`src/sv/fpba_pkg.sv`:
```
// shared types and constants of the fit policy block allocator
package fpba_pkg;

  localparam int unsigned INDEX_W    = 4;
  localparam int unsigned SIZE_IN_W  = 16;
  localparam int unsigned CFG_ADDR_W = 2;
  localparam int unsigned CFG_DATA_W = 8;
  localparam int unsigned POLICY_W   = 2;
  localparam int unsigned COUNT_W    = 5;

  // action codes of an input request
  localparam logic ACT_LOAD    = 1'b0;
  localparam logic ACT_REQUEST = 1'b1;

  // configuration register indexes
  localparam logic [CFG_ADDR_W-1:0] CFG_FIT_POLICY  = 2'd0;
  localparam logic [CFG_ADDR_W-1:0] CFG_BLOCK_COUNT = 2'd1;

  localparam logic [COUNT_W-1:0] COUNT_RESET = 5'd16;

  typedef enum logic [POLICY_W-1:0] {
    FIT_FIRST = 2'd0,
    FIT_BEST  = 2'd1,
    FIT_WORST = 2'd2
  } fit_policy_e;

  typedef enum logic [1:0] {
    ST_IDLE,
    ST_SCAN,
    ST_DONE
  } alloc_state_e;

  // search token handed from cell to cell
  typedef struct packed {
    logic active;
    logic found;
  } scan_tok_t;

  // write command broadcast to all cells
  typedef struct packed {
    logic en;
    logic sub;
  } wr_cmd_t;

endpackage

```
`src/sv/fpba_if.sv`:
```
// handshake channels of the fit policy block allocator

interface fpba_in_if;
  import fpba_pkg::*;
  logic                 valid;
  logic                 ready;
  logic                 action;
  logic [INDEX_W-1:0]   block_index;
  logic [SIZE_IN_W-1:0] size_value;
  modport source (output valid, action, block_index, size_value, input ready);
  modport sink   (input valid, action, block_index, size_value, output ready);
endinterface

interface fpba_out_if;
  import fpba_pkg::*;
  logic               valid;
  logic               ready;
  logic               granted;
  logic [INDEX_W-1:0] chosen_block;
  modport source (output valid, granted, chosen_block, input ready);
  modport sink   (input valid, granted, chosen_block, output ready);
endinterface

interface fpba_cfg_if;
  import fpba_pkg::*;
  logic                  valid;
  logic                  ready;
  logic [CFG_ADDR_W-1:0] addr;
  logic [CFG_DATA_W-1:0] data;
  modport source (output valid, addr, data, input ready);
  modport sink   (input valid, addr, data, output ready);
endinterface

```
`src/sv/fit_policy_block_allocator.sv`:
```
// top level of the fit policy block allocator
//
// usage: requests enter on req_i; a load (action 0) sets the free size of
// block block_index, an allocation (action 1) asks for size_value and yields
// one result on rsp_o with granted and chosen_block. loads give no result
// and block indexes at or above NUM_BLOCKS are dropped.
// configuration (fit policy, block count) is written on cfg_i; the user must
// write it only while idle (not enforced by the block); cfg_i is always ready.
// sequence: a load is written into its cell straight from idle. an allocation
// sends a search token down the row of NUM_BLOCKS cells, one cell per cycle,
// then writes the chosen cell back and passes its result to the output
// register; the input stays not ready from acceptance until that hand-off.
// reset: control state clears, fit policy becomes first fit and block count
// 16; block sizes hold no value until loaded.
// stall: the result sits in an output register; loads keep being accepted
// while it waits, and a finished search waits in its done state until the
// output register is free.
module fit_policy_block_allocator
  import fpba_pkg::*;
#(
  parameter int unsigned NUM_BLOCKS = 16,
  parameter int unsigned SIZE_WIDTH = 16
) (
  input  logic        clk_i,
  input  logic        rst_ni,
  fpba_in_if.sink     req_i,
  fpba_out_if.source  rsp_o,
  fpba_cfg_if.sink    cfg_i
);

  localparam int unsigned IDX_W     = $clog2(NUM_BLOCKS);
  localparam int unsigned SEL_CMP_W = ((IDX_W > INDEX_W) ? IDX_W : INDEX_W) + 1;
  localparam int unsigned CNT_CMP_W = ((IDX_W > COUNT_W) ? IDX_W : COUNT_W) + 1;

  // configuration registers
  logic [POLICY_W-1:0]   policy_q;
  logic [COUNT_W-1:0]    block_count_q;

  // control
  alloc_state_e          state_q, state_d;
  logic                  start_q, start_d;
  logic                  rsp_valid_q, rsp_valid_d;
  logic                  req_fire;
  logic                  out_load;

  // payload registers
  logic [SIZE_WIDTH-1:0] req_size_q;
  logic                  res_granted_q;
  logic [IDX_W-1:0]      res_idx_q;
  logic                  granted_q;
  logic [INDEX_W-1:0]    chosen_q;

  // broadcast write bus
  wr_cmd_t               wr_cmd;
  logic [IDX_W-1:0]      wr_sel;
  logic [SIZE_WIDTH-1:0] wr_data;
  logic [SEL_CMP_W-1:0]  load_sel_wide;
  logic                  load_hit;

  // chain between cells
  scan_tok_t             tok       [NUM_BLOCKS+1];
  logic [IDX_W-1:0]      pick_idx  [NUM_BLOCKS+1];
  logic [SIZE_WIDTH-1:0] pick_size [NUM_BLOCKS+1];
  logic [NUM_BLOCKS-1:0] in_range;

  assign req_fire      = req_i.valid && req_i.ready;
  assign load_sel_wide = SEL_CMP_W'(req_i.block_index);
  assign load_hit      = load_sel_wide < SEL_CMP_W'(NUM_BLOCKS);

  // configuration writes, always accepted
  assign cfg_i.ready = 1'b1;

  always_ff @(posedge clk_i or negedge rst_ni) begin
    if (!rst_ni) begin
      policy_q      <= FIT_FIRST;
      block_count_q <= COUNT_RESET;
    end else if (cfg_i.valid) begin
      case (cfg_i.addr)
        CFG_FIT_POLICY:  policy_q      <= cfg_i.data[POLICY_W-1:0];
        CFG_BLOCK_COUNT: block_count_q <= cfg_i.data[COUNT_W-1:0];
        default: ;
      endcase
    end
  end

  // head of the chain: a fresh token enters cell 0 in the cycle after an allocation is accepted
  assign tok[0]       = '{active: start_q, found: 1'b0};
  assign pick_idx[0]  = '0;
  assign pick_size[0] = '0;

  for (genvar j = 0; j < NUM_BLOCKS; j++) begin : g_cell
    // cells at or beyond block_count take no part in the search
    assign in_range[j] = CNT_CMP_W'(j) < CNT_CMP_W'(block_count_q);

    fpba_cell #(
      .INDEX      (j),
      .IDX_W      (IDX_W),
      .SIZE_WIDTH (SIZE_WIDTH)
    ) u_cell (
      .clk_i       (clk_i),
      .rst_ni      (rst_ni),
      .in_range_i  (in_range[j]),
      .policy_i    (policy_q),
      .wr_cmd_i    (wr_cmd),
      .wr_sel_i    (wr_sel),
      .data_i      (wr_data),
      .tok_i       (tok[j]),
      .pick_idx_i  (pick_idx[j]),
      .pick_size_i (pick_size[j]),
      .tok_o       (tok[j+1]),
      .pick_idx_o  (pick_idx[j+1]),
      .pick_size_o (pick_size[j+1])
    );
  end

  // sequencer: idle accepts requests, scan waits for the token, done hands off
  always_comb begin
    state_d     = state_q;
    start_d     = 1'b0;
    req_i.ready = 1'b0;
    out_load    = 1'b0;
    wr_cmd      = '0;
    wr_sel      = IDX_W'(load_sel_wide);
    wr_data     = SIZE_WIDTH'(req_i.size_value);
    case (state_q)
      ST_IDLE: begin
        req_i.ready = 1'b1;
        if (req_fire) begin
          if (req_i.action == ACT_REQUEST) begin
            start_d = 1'b1;
            state_d = ST_SCAN;
          end else begin
            wr_cmd.en = load_hit;
          end
        end
      end
      ST_SCAN: begin
        // during the search the bus carries the requested size
        wr_data = req_size_q;
        if (tok[NUM_BLOCKS].active) begin
          // take the request out of the chosen block
          wr_cmd.en  = tok[NUM_BLOCKS].found;
          wr_cmd.sub = 1'b1;
          wr_sel     = pick_idx[NUM_BLOCKS];
          state_d    = ST_DONE;
        end
      end
      ST_DONE: begin
        if (!rsp_valid_q || rsp_o.ready) begin
          out_load = 1'b1;
          state_d  = ST_IDLE;
        end
      end
      default: state_d = ST_IDLE;
    endcase
  end

  assign rsp_valid_d = out_load | (rsp_valid_q & ~rsp_o.ready);

  always_ff @(posedge clk_i or negedge rst_ni) begin
    if (!rst_ni) begin
      state_q     <= ST_IDLE;
      start_q     <= 1'b0;
      rsp_valid_q <= 1'b0;
    end else begin
      state_q     <= state_d;
      start_q     <= start_d;
      rsp_valid_q <= rsp_valid_d;
    end
  end

  always_ff @(posedge clk_i) begin
    if (req_fire && (req_i.action == ACT_REQUEST)) begin
      req_size_q <= SIZE_WIDTH'(req_i.size_value);
    end
    if ((state_q == ST_SCAN) && tok[NUM_BLOCKS].active) begin
      res_granted_q <= tok[NUM_BLOCKS].found;
      res_idx_q     <= tok[NUM_BLOCKS].found ? pick_idx[NUM_BLOCKS] : '0;
    end
    if (out_load) begin
      granted_q <= res_granted_q;
      chosen_q  <= INDEX_W'(res_idx_q);
    end
  end

  assign rsp_o.valid        = rsp_valid_q;
  assign rsp_o.granted      = granted_q;
  assign rsp_o.chosen_block = chosen_q;

endmodule

```
`src/sv/fpba_cell.sv`:
```
// one block cell: holds a remaining size and updates the passing search token
module fpba_cell
  import fpba_pkg::*;
#(
  parameter int unsigned INDEX      = 0,
  parameter int unsigned IDX_W      = 4,
  parameter int unsigned SIZE_WIDTH = 16
) (
  input  logic                  clk_i,
  input  logic                  rst_ni,
  input  logic                  in_range_i,
  input  logic [POLICY_W-1:0]   policy_i,
  input  wr_cmd_t               wr_cmd_i,
  input  logic [IDX_W-1:0]      wr_sel_i,
  input  logic [SIZE_WIDTH-1:0] data_i,
  input  scan_tok_t             tok_i,
  input  logic [IDX_W-1:0]      pick_idx_i,
  input  logic [SIZE_WIDTH-1:0] pick_size_i,
  output scan_tok_t             tok_o,
  output logic [IDX_W-1:0]      pick_idx_o,
  output logic [SIZE_WIDTH-1:0] pick_size_o
);

  logic [SIZE_WIDTH-1:0] size_q;
  scan_tok_t             tok_q;
  logic [IDX_W-1:0]      pick_idx_q;
  logic [SIZE_WIDTH-1:0] pick_size_q;
  logic                  eligible;
  logic                  better;
  logic                  take;

  always_comb begin
    eligible = tok_i.active && in_range_i && (size_q >= data_i);
    better   = ((policy_i == FIT_BEST) && (size_q < pick_size_i)) ||
               ((policy_i == FIT_WORST) && (size_q > pick_size_i));
    take     = eligible && (!tok_i.found || better);
  end

  always_ff @(posedge clk_i or negedge rst_ni) begin
    if (!rst_ni) begin
      tok_q <= '0;
    end else begin
      tok_q.active <= tok_i.active;
      tok_q.found  <= tok_i.found | eligible;
    end
  end

  always_ff @(posedge clk_i) begin
    pick_idx_q  <= take ? IDX_W'(INDEX) : pick_idx_i;
    pick_size_q <= take ? size_q : pick_size_i;
    if (wr_cmd_i.en && (wr_sel_i == IDX_W'(INDEX))) begin
      size_q <= wr_cmd_i.sub ? (size_q - data_i) : data_i;
    end
  end

  assign tok_o       = tok_q;
  assign pick_idx_o  = pick_idx_q;
  assign pick_size_o = pick_size_q;

endmodule

```
`src/flat_wrapper.sv`:
```
// flat-port wrapper written by rule: the top's interface ports become plain ports
module fit_policy_block_allocator_flat import fpba_pkg::*;
#(
  parameter int unsigned NUM_BLOCKS = 16,
  parameter int unsigned SIZE_WIDTH = 16
)
  (clk_i, rst_ni, req_i_valid, req_i_action, req_i_block_index, req_i_size_value, req_i_ready, rsp_o_valid, rsp_o_granted, rsp_o_chosen_block, rsp_o_ready, cfg_i_valid, cfg_i_addr, cfg_i_data, cfg_i_ready);
  fpba_in_if req_i_i ();
  fpba_out_if rsp_o_i ();
  fpba_cfg_if cfg_i_i ();
  input  logic clk_i;
  input  logic rst_ni;
  input wire logic [$bits(req_i_i.valid)-1:0] req_i_valid;
  input wire logic [$bits(req_i_i.action)-1:0] req_i_action;
  input wire logic [$bits(req_i_i.block_index)-1:0] req_i_block_index;
  input wire logic [$bits(req_i_i.size_value)-1:0] req_i_size_value;
  output wire logic [$bits(req_i_i.ready)-1:0] req_i_ready;
  output wire logic [$bits(rsp_o_i.valid)-1:0] rsp_o_valid;
  output wire logic [$bits(rsp_o_i.granted)-1:0] rsp_o_granted;
  output wire logic [$bits(rsp_o_i.chosen_block)-1:0] rsp_o_chosen_block;
  input wire logic [$bits(rsp_o_i.ready)-1:0] rsp_o_ready;
  input wire logic [$bits(cfg_i_i.valid)-1:0] cfg_i_valid;
  input wire logic [$bits(cfg_i_i.addr)-1:0] cfg_i_addr;
  input wire logic [$bits(cfg_i_i.data)-1:0] cfg_i_data;
  output wire logic [$bits(cfg_i_i.ready)-1:0] cfg_i_ready;
  assign req_i_i.valid = req_i_valid;
  assign req_i_i.action = req_i_action;
  assign req_i_i.block_index = req_i_block_index;
  assign req_i_i.size_value = req_i_size_value;
  assign req_i_ready = req_i_i.ready;
  assign rsp_o_valid = rsp_o_i.valid;
  assign rsp_o_granted = rsp_o_i.granted;
  assign rsp_o_chosen_block = rsp_o_i.chosen_block;
  assign rsp_o_i.ready = rsp_o_ready;
  assign cfg_i_i.valid = cfg_i_valid;
  assign cfg_i_i.addr = cfg_i_addr;
  assign cfg_i_i.data = cfg_i_data;
  assign cfg_i_ready = cfg_i_i.ready;
  fit_policy_block_allocator #(.NUM_BLOCKS(NUM_BLOCKS), .SIZE_WIDTH(SIZE_WIDTH)) u_core (.clk_i(clk_i), .rst_ni(rst_ni), .req_i(req_i_i), .rsp_o(rsp_o_i), .cfg_i(cfg_i_i));
endmodule
```
`config.mk`:
```
export PLATFORM = sky130hd
export DESIGN_NAME = fit_policy_block_allocator_flat
export DESIGN_NICKNAME = d
export VERILOG_FILES = /design/src/sv/fpba_pkg.sv /design/src/sv/fpba_if.sv /design/src/sv/fit_policy_block_allocator.sv /design/src/sv/fpba_cell.sv /design/src/flat_wrapper.sv
export SDC_FILE = /design/constraint.sdc
export NUM_CORES = 2
export LEC_CHECK = 0
export BUFFER_PORTS_ARGS = -buffer_cell sky130_fd_sc_hd__buf_2
export CORE_ASPECT_RATIO = 1.2
export CORE_MARGIN = 5
export CORE_UTILIZATION = 37
export CTS_CLUSTER_SIZE = 25
export DETAILED_ROUTE_END_ITERATION = 12
export GPL_ROUTABILITY_DRIVEN = 0
export PLACE_DENSITY_LB_ADDON = 0.1
export SLEW_MARGIN = 20
export SYNTH_ARGS = -nofsm -noshare
export SYNTH_HDL_FRONTEND = slang
export SYNTH_SLANG_ARGS = --single-unit
export TNS_END_PERCENT = 1
```
`constraint.sdc`:
```
create_clock -name clk_i -period 13.3 [get_ports clk_i]
set_input_delay 2.66 -clock clk_i [delete_from_list [all_inputs] [get_ports clk_i]]
set_output_delay 2.66 -clock clk_i [all_outputs]
set_load 0.01 [all_outputs]
```
-- After elaboration in Yosys (flattened, before gate mapping)
Index checks and enable logic that the tools add are counted.
- $add $sub $neg: 16
- $mul: 0
- div/mod/pow operators: 0
- order comparisons: 63
- equality and inequality tests: 24
- shift operators: 0
- mux-type cells: 49
- bitwise operators: 18
- reduce and logical (&&, ||, !) cells: 149
- operators by type and width (kind ; number):
    2-to-1 mux 16 bit ; 31
    greater-or-equal comparator 16 bit ; 16
    subtractor 16 bit ; 16
    > comparator 16 bit ; 15
    < comparator 16 bit ; 15
    logical AND 1 bit ; 96
    < comparator 4 x 5 -> 1 bit, first input constant ; 8
    equality test 4 bit, second input constant ; 8
    logical OR 1 bit ; 31
    < comparator 3 x 5 -> 1 bit, first input constant ; 4
    equality test 4 x 3 -> 1 bit, second input constant ; 4
    logical NOT 1 bit ; 16
    bitwise OR 1 bit ; 16
    < comparator 1 x 5 -> 1 bit, first input constant ; 2
    < comparator 2 x 5 -> 1 bit, first input constant ; 2
    2-to-1 mux 2 bit ; 5
    2-to-1 mux 1 bit ; 9
    equality test 4 x 2 -> 1 bit, second input constant ; 2
    2-to-1 mux 4 bit ; 2
    equality test 2 x 1 -> 1 bit, second input constant ; 3
    one-hot mux 2 bit (3 select lines) ; 1
    < comparator 4 x 5 -> 1 bit, second input constant ; 1
    equality test 2 bit, second input constant ; 2
    equality test 4 x 1 -> 1 bit, second input constant ; 1
    9 further kinds ; 13
- flip-flop bits (word level): 614
- latch bits: 0
- RAM bits: 0
- ROM bits: 0
- output and inout port bits: 8
- word-level logic and storage cells: 407
- memories kept: 0

-- Logic depth before layout (Yosys ltp)
- depth in word-level cells: 6
- mapped depth: 19
- mapped depth without buffers: 14

-- By module
From an unflattened synthesis, not the netlist that was laid out.
- cell total of the unflattened synthesis: 6319
- area, all modules: 53234.8 um^2
- modules (own cells, without submodules) (module ; instances ; cells each ; area an instance (um^2)):
    fpba_cell at u_core.g_cell[12].u_cell ... ; 4 ; 410 ; 3335.7
    fpba_cell at u_core.g_cell[13].u_cell ... ; 2 ; 408 ; 3348.2
    fpba_cell at u_core.g_cell[1].u_cell ... ; 2 ; 410 ; 3328.2
    fpba_cell at u_core.g_cell[15].u_cell ; 1 ; 409 ; 3339.5
    fpba_cell at u_core.g_cell[11].u_cell ; 1 ; 410 ; 3337.0
    fpba_cell at u_core.g_cell[10].u_cell ; 1 ; 408 ; 3326.9
    fpba_cell at u_core.g_cell[4].u_cell ; 1 ; 410 ; 3324.4
    fpba_cell at u_core.g_cell[0].u_cell ; 1 ; 413 ; 3285.7
    fpba_cell at u_core.g_cell[8].u_cell ; 1 ; 291 ; 2737.6
    fpba_cell at u_core.g_cell[7].u_cell ; 1 ; 291 ; 2715.1
    fpba_cell at u_core.g_cell[9].u_cell ; 1 ; 291 ; 2713.9
    fit_policy_block_allocator ; 1 ; 120 ; 1759.2

-- Worst setup path after synthesis
Ideal clock, no wire load.
- kind: input to register
- start point: input req_i_size_value[1]
- end point: register u_core.g_cell[6].u_cell.size_q[14], data pin
- library setup time: 0.270 ns
- arrival: 5.810 ns
- path slack: 7.219 ns
- stages: 14
- cells stage by stage: clkbuf_1 a21o_1 buf_2 buf_2 xnor2_1 ha_1 a2111o_1 a221o_1 a311o_1 a221oi_1 o21ai_0 a21oi_1 mux2i_1 nand3_1
- word-level cells in the longest chain between the ends: 3
- RTL lines (item ; RTL line ; source):
    from (decl) ; flat_wrapper.sv:16 ; input wire logic [$bits(req_i_i.size_value)-1:0] req_i_size_value;
    2-to-1 mux 16 bit ; fit_policy_block_allocator.sv:125 ; case (state_q)
    subtractor 16 bit ; fpba_cell.sv:52 ; size_q <= wr_cmd_i.sub ? (size_q - data_i) : data_i;
    2-to-1 mux 16 bit ; fpba_cell.sv:52 ;
    to (signal assigned) ; fpba_cell.sv:52 ;
    to (decl) ; fpba_cell.sv:24 ; logic [SIZE_WIDTH-1:0] size_q;
Every way passes these cells.
A chain may end at the register's enable or synchronous reset.

-- Worst setup path after layout
- start point: input req_i_size_value[6]
- end point: register u_core.g_cell[2].u_cell.pick_size_q[5]
- word-level cells in the longest chain between the ends: 5
- RTL lines (item ; RTL line ; source):
    2-to-1 mux 16 bit ; fit_policy_block_allocator.sv:125 ;
    greater-or-equal comparator 16 bit ; fpba_cell.sv:33 ; eligible = tok_i.active && in_range_i && (size_q >= data_i);
    logical AND 1 bit ; fpba_cell.sv:33 ;
    logical AND 1 bit ; fpba_cell.sv:36 ; take = eligible && (!tok_i.found || better);
    2-to-1 mux 16 bit ; fpba_cell.sv:50 ; pick_size_q <= take ? size_q : pick_size_i;
    to (signal assigned) ; fpba_cell.sv:50 ;
    to (decl) ; fpba_cell.sv:27 ; logic [SIZE_WIDTH-1:0] pick_size_q;
Every way passes these cells.

==> metrics.yaml <==
sta:
  min_period_ns: 6.463
  setup_slack_ns: 6.837
  rsz0062_at_grt: "no"
  slew_viol_final: 0
  clock-skew-final_ns: 0.03228
  tns_ns: 0
  worst_pin_slew_ns: 1.130
  finalSetupViolCount: 0
  fin_crit_sh_pct: 48.59
  timing.fmax_ghz: 0.1547
  hold_viol_final: 0
  slew_headroom_pct: 24.60
global_route:
  track_usage_pct: 23.09
  grt_pass1_vias: 29720
  grt_max_degree: 130
  antenna_found_initial: 10
  grt_pass1_wl_mm: 195.4
  overflow: 0
clock_tree:
  clock_latency_ns: 0.65
  post_cts_buffers: 0
  clock-sinks: 614
  cts_tree: "yes"
  cts_resized: 0
  cts_buffers: 75
  cts.clk_slew.worst_paths_ns: 0.07
  h-tree-depth: 3
  cts_hold_repair.buffers: 0
  clk_path_buf_depth: 3
  clockRootBuffer: "clkbuf_16"
critical_path:
  cp.required_ns: 13.82
  cp_common_cell: "nand2_1"
  max_stage_delay_ns: 0.66
  path_cells: "buf_2 > nand2_1 > nand2_1 > inv_1 > ha_1 > and2_1 > a221oi_1 > nand3_1 > a41oi_1 > nor4b_1 > nor3_1 > a211oi_4 > buf_8 > mux2_2"
  critical_path.slowest_cell: "inv_1"
  critPathMaxFanout: 10
  crit_arrival_ns: 6.99
  start_kind: "input pin"
  worstSetupEndpointType: "flip-flop"
  crit_type: "input pin to flip-flop"
die:
  ios: 44
  die-area_sq_mm: 0.1130
  coreArea_sq_mm: 0.1060
  num_rows: 131
  die_x_um: 307.7
  start_util_pct: 37.10
  die_h_um: 367.2
layout:
  fin_cells: 5506
  drive_above_1_share_pct: 13.03
  nets: 4560
  multi_input_area_sq_mm: 0.02238
  n_fill_cell: 10400
  seqCellArea_sq_mm: 0.01533
  area_growth_pct: 12.17
synth:
  synth_top_area_share_pct: 21.52
  synthesis.nets: 4502
  async_flop_share_pct: 7.003
  ys_types: 82
  ys_warn_count: 0
  ys_top_cells_by_area: "edfxtp_1 22%, ha_1 15%, dfxtp_1 15%"
  synth_ff_type: "dfxtp_1"
  synth-seq-cells: 614
  synth_area_per_cell_sq_um: 9.871
  synth-edff-count: 282
  synthCells: 3986
  netlist.top_cell.by_area: "edfxtp_1"
  ys_seq_area_share_pct: 38.97
  synth_area_sq_mm: 0.03934
pwr:
  p_per_area_mw_per_mm2: 161.7
  ir_worst_vdd_mv: 0.1360
  power_w: 0.007137
  p_leak_nw: 18.08
placement:
  pre_cts_slack_ns: 6.165
  dp_hpwl_mm: 94.74
  port_buffers: 39
  dp_cells: 5363
drt:
  drc_errors: 0
  postRouteAntennaNets: 0
  drtIter0Drc: 1935
  first_pass_iters: 6
  via_count: 30040
  totalWireLength_mm: 134.6
  wl_per_cell_um: 24.45
  vias_per_cell: 5.456
status:
  status: "finished clean"
run:
  maxCapViolations: 0
hold_path:
  hold_class: "flip-flop to flip-flop"
-- Yosys cell counts (all sizes together), types with 16 or more instances --
master and number:
ha 480, o21ai 342, inv 339, a21oi 295, dfxtp 289, edfxtp 282, mux2 218, nand2 181
nor2 170, xnor2 143, a21o 139, xor2 102, nand3 73, clkbuf 66, buf 59, nand4 57
nand2b 56, nor2b 55, a31oi 43, dfrtp 42, and2 39, mux2i 39, or2 38, o21a 37
a211oi 36, nor3 35, and3 34, o21bai 28, o211ai 21, maj3 20, nor3b 18, a211o 16
-- power by group --
| part | leakage, nW | internal [W] | switching (W) |
|---|---|---|---|
| clock | 1.32 | 0.00133 | 0.000897 |
| sequential | 5.46 | 0.00221 | 0.000125 |
| combinational | 11.3 | 0.000986 | 0.00159 |
-- path summary, 6_finish.rpt --
path                            cells past startpoint                                   startpoint  slack [ns]                                          endpoint
worst max register to register                     14                u_core.state_q[1]$_DFFE_PN0P_        7.38  u_core.g_cell[13].u_cell.pick_size_o[12]$_DFF_P_
worst min-delay path                                0  u_core.g_cell[12].u_cell.tok_o[1]$_DFF_PN0_        0.37       u_core.g_cell[13].u_cell.tok_o[1]$_DFF_PN0_
worst min register to register                      0  u_core.g_cell[12].u_cell.tok_o[1]$_DFF_PN0_        0.37       u_core.g_cell[13].u_cell.tok_o[1]$_DFF_PN0_
worst max-delay path                               14                          req_i_size_value[6]        6.84    u_core.g_cell[2].u_cell.pick_size_o[5]$_DFF_P_
min in group asynchronous                           2                                       rst_ni        2.22       u_core.g_cell[11].u_cell.tok_o[0]$_DFF_PN0_
max in group asynchronous                           2                                       rst_ni       10.51        u_core.g_cell[5].u_cell.tok_o[0]$_DFF_PN0_
-- stage by stage --
stage | utilization, % | hold slack (ns) | cell area, sq um
global route | 41.61 | 0.3816 | 44120
CTS | 41.58 | 0.3720 | 44100
detailed placement | 39.07 | 0.3559 | 41430
floorplan | - | 0.3465 | 39340
global placement | 39.05 | 0.3536 | 41410
finish | 41.62 | 0.3723 | 44130
-- registers in the layout (all words and copies together), names as in the netlist, 4 cells and up --
name	count
u_core.g_cell.u_cell.tok_o	32
u_core.g_cell.u_cell.pick_size_o	240
u_core.rsp_o.chosen_block	4
u_core.g_cell.u_cell.pick_idx_o	49
u_core.g_cell.u_cell.size_q	256
u_core.res_idx_q	4
u_core.req_size_q	16
u_core.block_count_q	5
-- layout make-up --
| cell class | instances | area share, % |
|---|---|---|
| sequential | 614 | 34.74 |
| tap | 1396 | 3.958 |
| inverter | 339 | 2.889 |
| clock buffer | 106 | 5.177 |
| antenna | 3 | 0.01701 |
| timing repair buffer | 106 | 1.627 |
| clock inverter | 34 | 0.8732 |
| multi-input combinational | 2908 | 50.72 |
-- cell families (layout without fill, tap and decap cells) --
family / Yosys count / in the layout / share of synthesized area, %
simple gates: 814 / 814 / 10.66
other cells: 1 / 4 / 0.009531
compound gates: 1091 / 1091 / 17.18
buf+inv: 464 / 585 / 4.662
flops: 614 / 614 / 38.97
mux: 257 / 257 / 7.298
xor+xnor: 245 / 245 / 5.454
fa+ha+maj: 500 / 500 / 15.77
-- cells in the final DEF (no fill, tap or decap), types with 42 or more instances in the layout --
cell and count:
ha_1 480, inv_1 338, o21ai_0 331, a21oi_1 291, dfxtp_1 289, edfxtp_1 282, mux2_2 211, nand2_1 177
nor2_1 165, xnor2_1 143, a21o_1 139, xor2_1 102, clkbuf_16 84, nand3_1 73, buf_4 65, nand4_1 57
nand2b_1 54, nor2b_1 53, a31oi_1 43, dfrtp_1 42
-- critical path: cells and delay by family --
kind / cells / cell delay (ns)
buffers and inverters: 3 / 1.01
and+or+nand+nor: 6 / 1.32
adders and majority gates: 1 / 0.42
AOI/OAI and AO/OA: 3 / 1.26
muxes: 1 / 0.28
-- routing by layer --
metal	global-route usage (%)	routed length, um	vias to the layer above
met5	0	0	-
met4	7.876	4570	0
met3	2.180	4444	181
met2	41.18	67270	560
met1	29.17	58330	14640
li1	-	-	14660
No activity file was read; power rests on OpenSTA's default activity.
